`src/hdl/bldc_pkg.sv`:
```
package bldc_pkg;

   // Fixed field widths.
   localparam int TICK_BITS = 16;
   localparam int REV_BITS  = 8;
   localparam int CSR_DATA_BITS = 16;
   localparam int CSR_INDEX_BITS = 2;

   // Register indexes of the configuration port.
   localparam logic [CSR_INDEX_BITS-1:0] CSR_STARTUP_REVS = 2'd0;
   localparam logic [CSR_INDEX_BITS-1:0] CSR_STEP_TICKS   = 2'd1;

   // Register reset values.
   localparam logic [REV_BITS-1:0]  STARTUP_REVS_RESET = 8'd100;
   localparam logic [TICK_BITS-1:0] STEP_TICKS_RESET   = 16'd200;

   // Phase in which sensorless running begins, and the number of phases.
   localparam logic [2:0] LAST_PHASE = 3'd5;
   localparam logic [2:0] NUM_PHASES = 3'd6;

   typedef enum logic [1:0] {
      MODE_IDLE  = 2'd0,
      MODE_RAMP  = 2'd1,
      MODE_WAIT  = 2'd2,
      MODE_DELAY = 2'd3
   } mode_type;

   typedef struct packed {
      logic start_req;
      logic above_u;
      logic above_v;
      logic above_w;
   } req_type;

   typedef struct packed {
      logic [5:0] gate_drive;
      logic [2:0] drive_phase;
      logic [1:0] run_mode;
      logic       crossing_seen;
      logic       commutated;
   } rsp_type;

   typedef struct packed {
      logic [REV_BITS-1:0]  startup_revs;
      logic [TICK_BITS-1:0] step_ticks;
   } cfg_type;

   // Gate pattern driven in each phase.
   function automatic logic [5:0] gate_pattern(input logic [2:0] phase);
      logic [5:0] pattern;
      begin
         case (phase)
            3'd0: pattern = 6'h0A;
            3'd1: pattern = 6'h0C;
            3'd2: pattern = 6'h14;
            3'd3: pattern = 6'h11;
            3'd4: pattern = 6'h21;
            3'd5: pattern = 6'h22;
            default: pattern = 6'h00;
         endcase
         return pattern;
      end
   endfunction

   // Comparator bit watched in each phase: 0 U, 1 V, 2 W.
   function automatic logic [1:0] watch_pole(input logic [2:0] phase);
      logic [1:0] pole;
      begin
         case (phase)
            3'd0, 3'd3: pole = 2'd2;
            3'd1, 3'd4: pole = 2'd1;
            default:    pole = 2'd0;
         endcase
         return pole;
      end
   endfunction

   // High when a rising edge is expected in that phase.
   function automatic logic watch_rise(input logic [2:0] phase);
      logic rise;
      begin
         case (phase)
            3'd1, 3'd3, 3'd5: rise = 1'b1;
            default:          rise = 1'b0;
         endcase
         return rise;
      end
   endfunction

endpackage

```
`src/hdl/bldc_six_step_commutator_top.sv`:
```
// A tick accepted into the input register gives its result on rsp_valid from
// the result register (input register, then result register).
// Throughput: one tick per cycle unless rsp_stall holds the result register; the state update is a single pass of
// counter, compare and table logic between the two registers.
// Reset (synchronous, active high): idle mode, all switches off, counters
// cleared, startup_revs 100 and step_ticks 200.
module bldc_six_step_commutator_top #(
   parameter int TIMER_BITS = 16
) (
   input  logic                                   clock,
   input  logic                                   reset,
   input  logic                                   req_valid,
   output logic                                   req_stall,
   input  bldc_pkg::req_type                      req_data,
   output logic                                   rsp_valid,
   input  logic                                   rsp_stall,
   output bldc_pkg::rsp_type                      rsp_data,
   input  logic                                   csr_wr_en,
   input  logic [bldc_pkg::CSR_INDEX_BITS-1:0]    csr_index,
   input  logic [bldc_pkg::CSR_DATA_BITS-1:0]     csr_wdata
);
   import bldc_pkg::*;

   logic    in_valid_ff, in_valid_in;
   req_type in_data_ff;
   logic    out_valid_ff, out_valid_in;
   rsp_type out_data_ff;
   rsp_type step_rsp;
   cfg_type cfg_ff;
   logic    out_free, advance, req_take;

   // Flow control: the input register moves on when the result register is free.
   assign out_free  = !out_valid_ff || !rsp_stall;
   assign advance   = in_valid_ff && out_free;
   assign req_stall = in_valid_ff && !out_free;
   assign req_take  = req_valid && !req_stall;

   always_comb begin
      if (req_take) begin
         in_valid_in = 1'b1;
      end else if (advance) begin
         in_valid_in = 1'b0;
      end else begin
         in_valid_in = in_valid_ff;
      end
   end

   always_comb begin
      if (advance) begin
         out_valid_in = 1'b1;
      end else if (!rsp_stall) begin
         out_valid_in = 1'b0;
      end else begin
         out_valid_in = out_valid_ff;
      end
   end

   // Handshake state.
   always_ff @(posedge clock) begin
      if (reset) begin
         in_valid_ff  <= 1'b0;
         out_valid_ff <= 1'b0;
      end else begin
         in_valid_ff  <= in_valid_in;
         out_valid_ff <= out_valid_in;
      end
   end

   // Payload registers.
   always_ff @(posedge clock) begin
      if (req_take) begin
         in_data_ff <= req_data;
      end
      if (advance) begin
         out_data_ff <= step_rsp;
      end
   end

   // Configuration registers; writes to other indexes are ignored.
   always_ff @(posedge clock) begin
      if (reset) begin
         cfg_ff.startup_revs <= STARTUP_REVS_RESET;
         cfg_ff.step_ticks   <= STEP_TICKS_RESET;
      end else if (csr_wr_en) begin
         case (csr_index)
            CSR_STARTUP_REVS: cfg_ff.startup_revs <= csr_wdata[REV_BITS-1:0];
            CSR_STEP_TICKS:   cfg_ff.step_ticks   <= csr_wdata[TICK_BITS-1:0];
            default: begin
            end
         endcase
      end
   end

   bldc_ctrl #(
      .TIMER_BITS(TIMER_BITS)
   ) u_ctrl (
      .clock  (clock),
      .reset  (reset),
      .step_en(advance),
      .req    (in_data_ff),
      .cfg    (cfg_ff),
      .rsp    (step_rsp)
   );

   assign rsp_valid = out_valid_ff;
   assign rsp_data  = out_data_ff;

endmodule

```
`src/hdl/bldc_ctrl.sv`:
```
module bldc_ctrl #(
   parameter int TIMER_BITS = 16
) (
   input  logic             clock,
   input  logic             reset,
   input  logic             step_en,
   input  bldc_pkg::req_type req,
   input  bldc_pkg::cfg_type cfg,
   output bldc_pkg::rsp_type rsp
);
   import bldc_pkg::*;

   localparam logic [TIMER_BITS-1:0] TIMER_MAX = {TIMER_BITS{1'b1}};

   mode_type             mode_ff, mode_in;
   logic [2:0]           phase_ff, phase_in;
   logic [TIMER_BITS-1:0] timer_ff, timer_in;
   logic [TICK_BITS-1:0] tick_ff, tick_in;
   logic [REV_BITS-1:0]  rev_ff, rev_in;
   logic [2:0]           step_ff, step_in;
   logic [2:0]           prev_above_ff;
   logic [5:0]           drive_ff, drive_in;

   logic [2:0]           above;
   logic [2:0]           step_next;
   logic [REV_BITS-1:0]  rev_next;
   logic [1:0]           pole;
   logic                 was_high, now_high, edge_hit;
   logic                 crossing, commut;

   assign above     = {req.above_w, req.above_v, req.above_u};
   assign step_next = step_ff + 3'd1;
   assign rev_next  = rev_ff + {{(REV_BITS-1){1'b0}}, 1'b1};

   // Edge detection on the comparator bit that the current phase watches.
   assign pole     = watch_pole(phase_ff);
   assign was_high = prev_above_ff[pole];
   assign now_high = above[pole];
   assign edge_hit = watch_rise(phase_ff) ? (!was_high && now_high)
                                          : (was_high && !now_high);

   // Next state for one tick.
   always_comb begin
      mode_in  = mode_ff;
      phase_in = phase_ff;
      timer_in = timer_ff;
      tick_in  = tick_ff;
      rev_in   = rev_ff;
      step_in  = step_ff;
      drive_in = drive_ff;
      crossing = 1'b0;
      commut   = 1'b0;
      case (mode_ff)
         MODE_IDLE: begin
            if (req.start_req) begin
               phase_in = 3'd0;
               step_in  = 3'd0;
               rev_in   = '0;
               tick_in  = {{(TICK_BITS-1){1'b0}}, 1'b1};
               if (cfg.startup_revs == '0) begin
                  mode_in  = MODE_WAIT;
                  phase_in = LAST_PHASE;
                  timer_in = '0;
               end else begin
                  mode_in  = MODE_RAMP;
                  drive_in = gate_pattern(3'd0);
               end
            end
         end
         MODE_RAMP: begin
            if (tick_ff >= cfg.step_ticks) begin
               tick_in = {{(TICK_BITS-1){1'b0}}, 1'b1};
               if (step_next >= NUM_PHASES) begin
                  step_in = 3'd0;
                  rev_in  = rev_next;
                  if (rev_next >= cfg.startup_revs) begin
                     mode_in  = MODE_WAIT;
                     phase_in = LAST_PHASE;
                     timer_in = '0;
                  end else begin
                     drive_in = gate_pattern(3'd0);
                  end
               end else begin
                  step_in  = step_next;
                  drive_in = gate_pattern(step_next);
               end
            end else begin
               tick_in = tick_ff + {{(TICK_BITS-1){1'b0}}, 1'b1};
            end
         end
         MODE_WAIT: begin
            if (edge_hit) begin
               crossing = 1'b1;
               mode_in  = MODE_DELAY;
            end else if (timer_ff != TIMER_MAX) begin
               timer_in = timer_ff + {{(TIMER_BITS-1){1'b0}}, 1'b1};
            end
         end
         MODE_DELAY: begin
            if (timer_ff == '0) begin
               phase_in = (phase_ff >= LAST_PHASE) ? 3'd0 : phase_ff + 3'd1;
               drive_in = gate_pattern(phase_in);
               mode_in  = MODE_WAIT;
               commut   = 1'b1;
            end else begin
               timer_in = timer_ff - {{(TIMER_BITS-1){1'b0}}, 1'b1};
            end
         end
         default: begin
            mode_in = MODE_IDLE;
         end
      endcase
   end

   // Result of the tick, built from the updated state.
   always_comb begin
      rsp.gate_drive    = drive_in;
      rsp.drive_phase   = phase_in;
      rsp.run_mode      = mode_in;
      rsp.crossing_seen = crossing;
      rsp.commutated    = commut;
   end

   // State registers, updated once per transfer.
   always_ff @(posedge clock) begin
      if (reset) begin
         mode_ff       <= MODE_IDLE;
         phase_ff      <= '0;
         timer_ff      <= '0;
         tick_ff       <= '0;
         rev_ff        <= '0;
         step_ff       <= '0;
         prev_above_ff <= '0;
         drive_ff      <= '0;
      end else if (step_en) begin
         mode_ff       <= mode_in;
         phase_ff      <= phase_in;
         timer_ff      <= timer_in;
         tick_ff       <= tick_in;
         rev_ff        <= rev_in;
         step_ff       <= step_in;
         prev_above_ff <= above;
         drive_ff      <= drive_in;
      end
   end

endmodule

```
`config.mk`:
```
export PLATFORM = sky130hd
export DESIGN_NAME = bldc_six_step_commutator_top
export DESIGN_NICKNAME = d
export VERILOG_FILES = /design/src/hdl/bldc_pkg.sv /design/src/hdl/bldc_six_step_commutator_top.sv /design/src/hdl/bldc_ctrl.sv
export SDC_FILE = /design/constraint.sdc
export NUM_CORES = 1
export LEC_CHECK = 0
export ABC_AREA = 1
export BUFFER_PORTS_ARGS = -buffer_cell sky130_fd_sc_hd__buf_2
export CAP_MARGIN = 20
export CELL_PAD_IN_SITES_DETAIL_PLACEMENT = 1
export CELL_PAD_IN_SITES_GLOBAL_PLACEMENT = 1
export CORE_MARGIN = 2
export CORE_UTILIZATION = 45
export DETAILED_ROUTE_END_ITERATION = 8
export PLACE_DENSITY_LB_ADDON = 0.08
export SLEW_MARGIN = 0
export SYNTH_ARGS = -nofsm -noshare
export SYNTH_HDL_FRONTEND = slang
export SYNTH_SLANG_ARGS = --single-unit
```
`constraint.sdc`:
```
create_clock -name clock -period 3.3 [get_ports clock]
set_input_delay 0.33 -clock clock [delete_from_list [all_inputs] [get_ports clock]]
set_output_delay 0.33 -clock clock [all_outputs]
set_load 0.01 [all_outputs]
```
==> results.cfg <==
[hold_path]
hold_path_class = primary input to flip-flop
worstHoldPathCells = 1

[timing]
finalSetupViolations = 0
final_hold_fails = 0
timing_worst_slew_pin_value_ns = 0.853
max_freq_ghz = 0.357
final-max-slew-violation-count = 0
max_slew_margin_pct = 43.0
final_critical_path_setup_slack_ns = 0.499
final.setup.tns_ns = 0
whs_ns = 0.147
rsz0062_at_grt = no
period_minus_slack_ns = 2.80
finalCritPeriodShare_pct = 84.9
fin_worst_skew_ns = 0.0119

[global_routing]
grt_util_all_layers_pct = 25.1
first_pass_grt_wire_length_mm = 29.6
grt_start_max_net_pins = 37
grt_antenna_before_repair = 0
globalRoute.totalOverflow = 0
first_global_vias = 6182

[synthesis]
cells_after_synth = 878
ys.flop_type = sky130_fd_sc_hd__dfxtp_1
yosys-top-cells-area = sky130_fd_sc_hd__dfxtp_1 (26%), sky130_fd_sc_hd__nand2_1 (10%), sky130_fd_sc_hd__ha_1 (10%), sky130_fd_sc_hd__edfxtp_1 (8.1%), sky130_fd_sc_hd__a21oi_1 (6.6%)
yosys.area.top_type = sky130_fd_sc_hd__dfxtp_1
portion_of_synthesized_cell_area_occupied_by_the_leading_cell_type_pct = 26.4
synthesis.yosys.warnings = 0
post_synth_instance_area_um2 = 6290
synthesis.area_per_instance_um2 = 7.16
synth_cell_types = 44
synth_seq_cells = 100
ys_async_rst_share_pct = 0
syn_nets = 957
synthMostInstantiatedCell = sky130_fd_sc_hd__nand2_1
synth.yosys.seq_area_share_pct = 34.5
post_synth_most_frequent_cells = sky130_fd_sc_hd__nand2_1 (171), sky130_fd_sc_hd__inv_1 (104), sky130_fd_sc_hd__nor2_1 (102), sky130_fd_sc_hd__a21oi_1 (83), sky130_fd_sc_hd__dfxtp_1 (83)
synth_enable_flop_cells = 17

[clock_network]
clock_tree.buffer_depth = 2
clock_latency_ns = 0.37
cts_inserted_buffers = 9
cts-root-buf = sky130_fd_sc_hd__clkbuf_16
worst_setup_hold_path_clk_slew_ns = 0.08
tritoncts = built
numClockSinks = 100
cts_max_level = 3

[placed_design]
setup_slack_after_placement_ns = 0.270
postPlaceCellArea_um2 = 6620
dp_hpwl_mm = 13.4
final_wtd_congestion = 0.886
port_buffers = 41

[worst_setup_path]
cp-end-kind = flip-flop
crit_path_depth = 17
r2r.worst_path.cells = 17
critical_path.max_fanout = 16
critPathTopFamily = simple AND/OR/NAND/NOR gates
timing.critical_path.mode_cell = sky130_fd_sc_hd__nand2_1
rrSetupSlack_ns = 0.50
timing.critical_path.slowest_stage_cell = sky130_fd_sc_hd__dfxtp_1
critPathRequiredTime_ns = 3.59
setup.worst_path.class = flip-flop to flip-flop
critPathLaunchType = flip-flop
timing.critical_path.arrival_ns = 3.09
cp_num_buf_inv = 2
path_cells = nand3_1 > nor2_1 > nand2_1 > nor3_1 > xor2_1 > ha_1 > nand2_1 > inv_1 > nor2_1 > o21a_1 > nand2_1 > nand2_2 > o21ai_4 > buf_12 > nand2_4 > nand2_1 > a21oi_1
critical_path.max_stage_delay_ns = 0.39

[power]
ir_drop_mv = 0.256
report.power.total_uw = 2760
static-leakage-power_uw = 0.00318
power_per_cell_area_nw_per_um2 = 398

[routing]
drt_iter0_markers = 226
total_routed_wirelength_mm = 17.7
routed-via-count = 5874
drcViolationCount = 0
drtAntennaViolNets = 0
routed_wire_length_per_instance_um = 16.0
drt_pre_antenna_iters = 4
post_drt_via_cell_ratio = 5.32

[floorplan]
core-area_um2 = 13800
io-pin-count = 42
floorplan.initialDensity_pct = 45.6
row_count = 43
die_area_um2 = 14900
floorplan.die.width_um = 122
chipHeight_um = 122

[layout]
final_area_um2 = 6940
antenna_cells_inserted = 0
final_net_count = 999
drive_above_1_share_pct = 11.2
layout-area-overhead-vs-synth_pct = 10.4

[outcome]
outcome = complete, no violations

[run]
cap_viol_max_count = 0
## what timing repair did
action,4_1_cts,5_1_grt
setup buffers,0,3
endpoints found under the setup margin,0,4
gates resized for setup,0,0
endpoints found under the hold margin,0,0
hold buffers,0,0
## routing by layer
metal | track usage, % | wire length [um] | up-vias
met5 | 0 | 0 | -
met4 | 6.61 | 264 | 0
met3 | 5.48 | 498 | 23
met2 | 42.9 | 8480 | 61
met1 | 31.8 | 8420 | 2814
li1 | - | - | 2976
## worst paths after layout
kind                              to             start
setup / recovery  u_ctrl.timer_ff[4]  u_ctrl.rev_ff[2]
hold / removal         in_data_ff[2]       req_data[2]
setup reg to reg  u_ctrl.timer_ff[4]  u_ctrl.rev_ff[2]
hold reg to reg            cfg_ff[9]         cfg_ff[9]
## per-stage QoR
stage | util [%] | cells
detailed placement | 48.1 | 1086
finish | 50.4 | 1105
global placement | 48.1 | 1086
global route | 50.4 | 1105
floorplan | - | 878
CTS | 50.2 | 1102
## cells by family (layout without fill, tap and decap cells)
kind of cell / Yosys count / count (layout) / synth area share, %
buffers and inverters: 133 / 180 / 9.13
adder cells (fa/ha/maj): 52 / 52 / 10.5
AO/OA/AOI/OAI: 163 / 163 / 14.3
flip-flops: 100 / 100 / 34.5
XOR/XNOR: 22 / 22 / 3.06
AND/OR/NAND/NOR: 408 / 408 / 28.5
## cells in the final DEF, fill, tap and decap left out, types with 3 or more instances in the layout
master / n
sky130_fd_sc_hd__a21o_1: 3
sky130_fd_sc_hd__a21oi_1: 83
sky130_fd_sc_hd__buf_2: 41
sky130_fd_sc_hd__buf_4: 10
sky130_fd_sc_hd__clkbuf_16: 9
sky130_fd_sc_hd__clkinv_4: 4
sky130_fd_sc_hd__dfxtp_1: 83
sky130_fd_sc_hd__edfxtp_1: 17
sky130_fd_sc_hd__ha_1: 51
sky130_fd_sc_hd__inv_1: 104
sky130_fd_sc_hd__inv_2: 8
sky130_fd_sc_hd__nand2_1: 171
sky130_fd_sc_hd__nand2_2: 12
sky130_fd_sc_hd__nand3_1: 72
sky130_fd_sc_hd__nand4_1: 16
sky130_fd_sc_hd__nor2_1: 102
sky130_fd_sc_hd__nor2_2: 5
sky130_fd_sc_hd__nor3_1: 18
sky130_fd_sc_hd__o211ai_1: 8
sky130_fd_sc_hd__o21a_1: 4
sky130_fd_sc_hd__o21ai_0: 49
sky130_fd_sc_hd__o21ai_1: 4
sky130_fd_sc_hd__xnor2_1: 8
sky130_fd_sc_hd__xor2_1: 14
## sequential cells by signal (all words and copies together) (netlist names), 4 cells and up
register	count
u_ctrl.tick_ff	16
rsp_data	13
u_ctrl.drive_ff	6
u_ctrl.rev_ff	8
cfg_ff	24
in_data_ff	4
u_ctrl.timer_ff	16
## area by class of cell
type	count	area, um2
Clock buffer	9	225
Sequential cell	100	2170
Inverter	112	420
Multi-Input combinational cell	645	3540
Fill cell	1801	6830
Timing Repair Buffer	52	300
Tap cell	180	225
Clock inverter	7	60.1
## power breakdown
group	switching, uW	leakage (uW)	total [uW]	internal (uW)
clock	525	0.000137	1050	523
combinational	271	0.00220	399	128
sequential	26.5	0.000840	1320	1290
(Power assumes the default switching activity.)
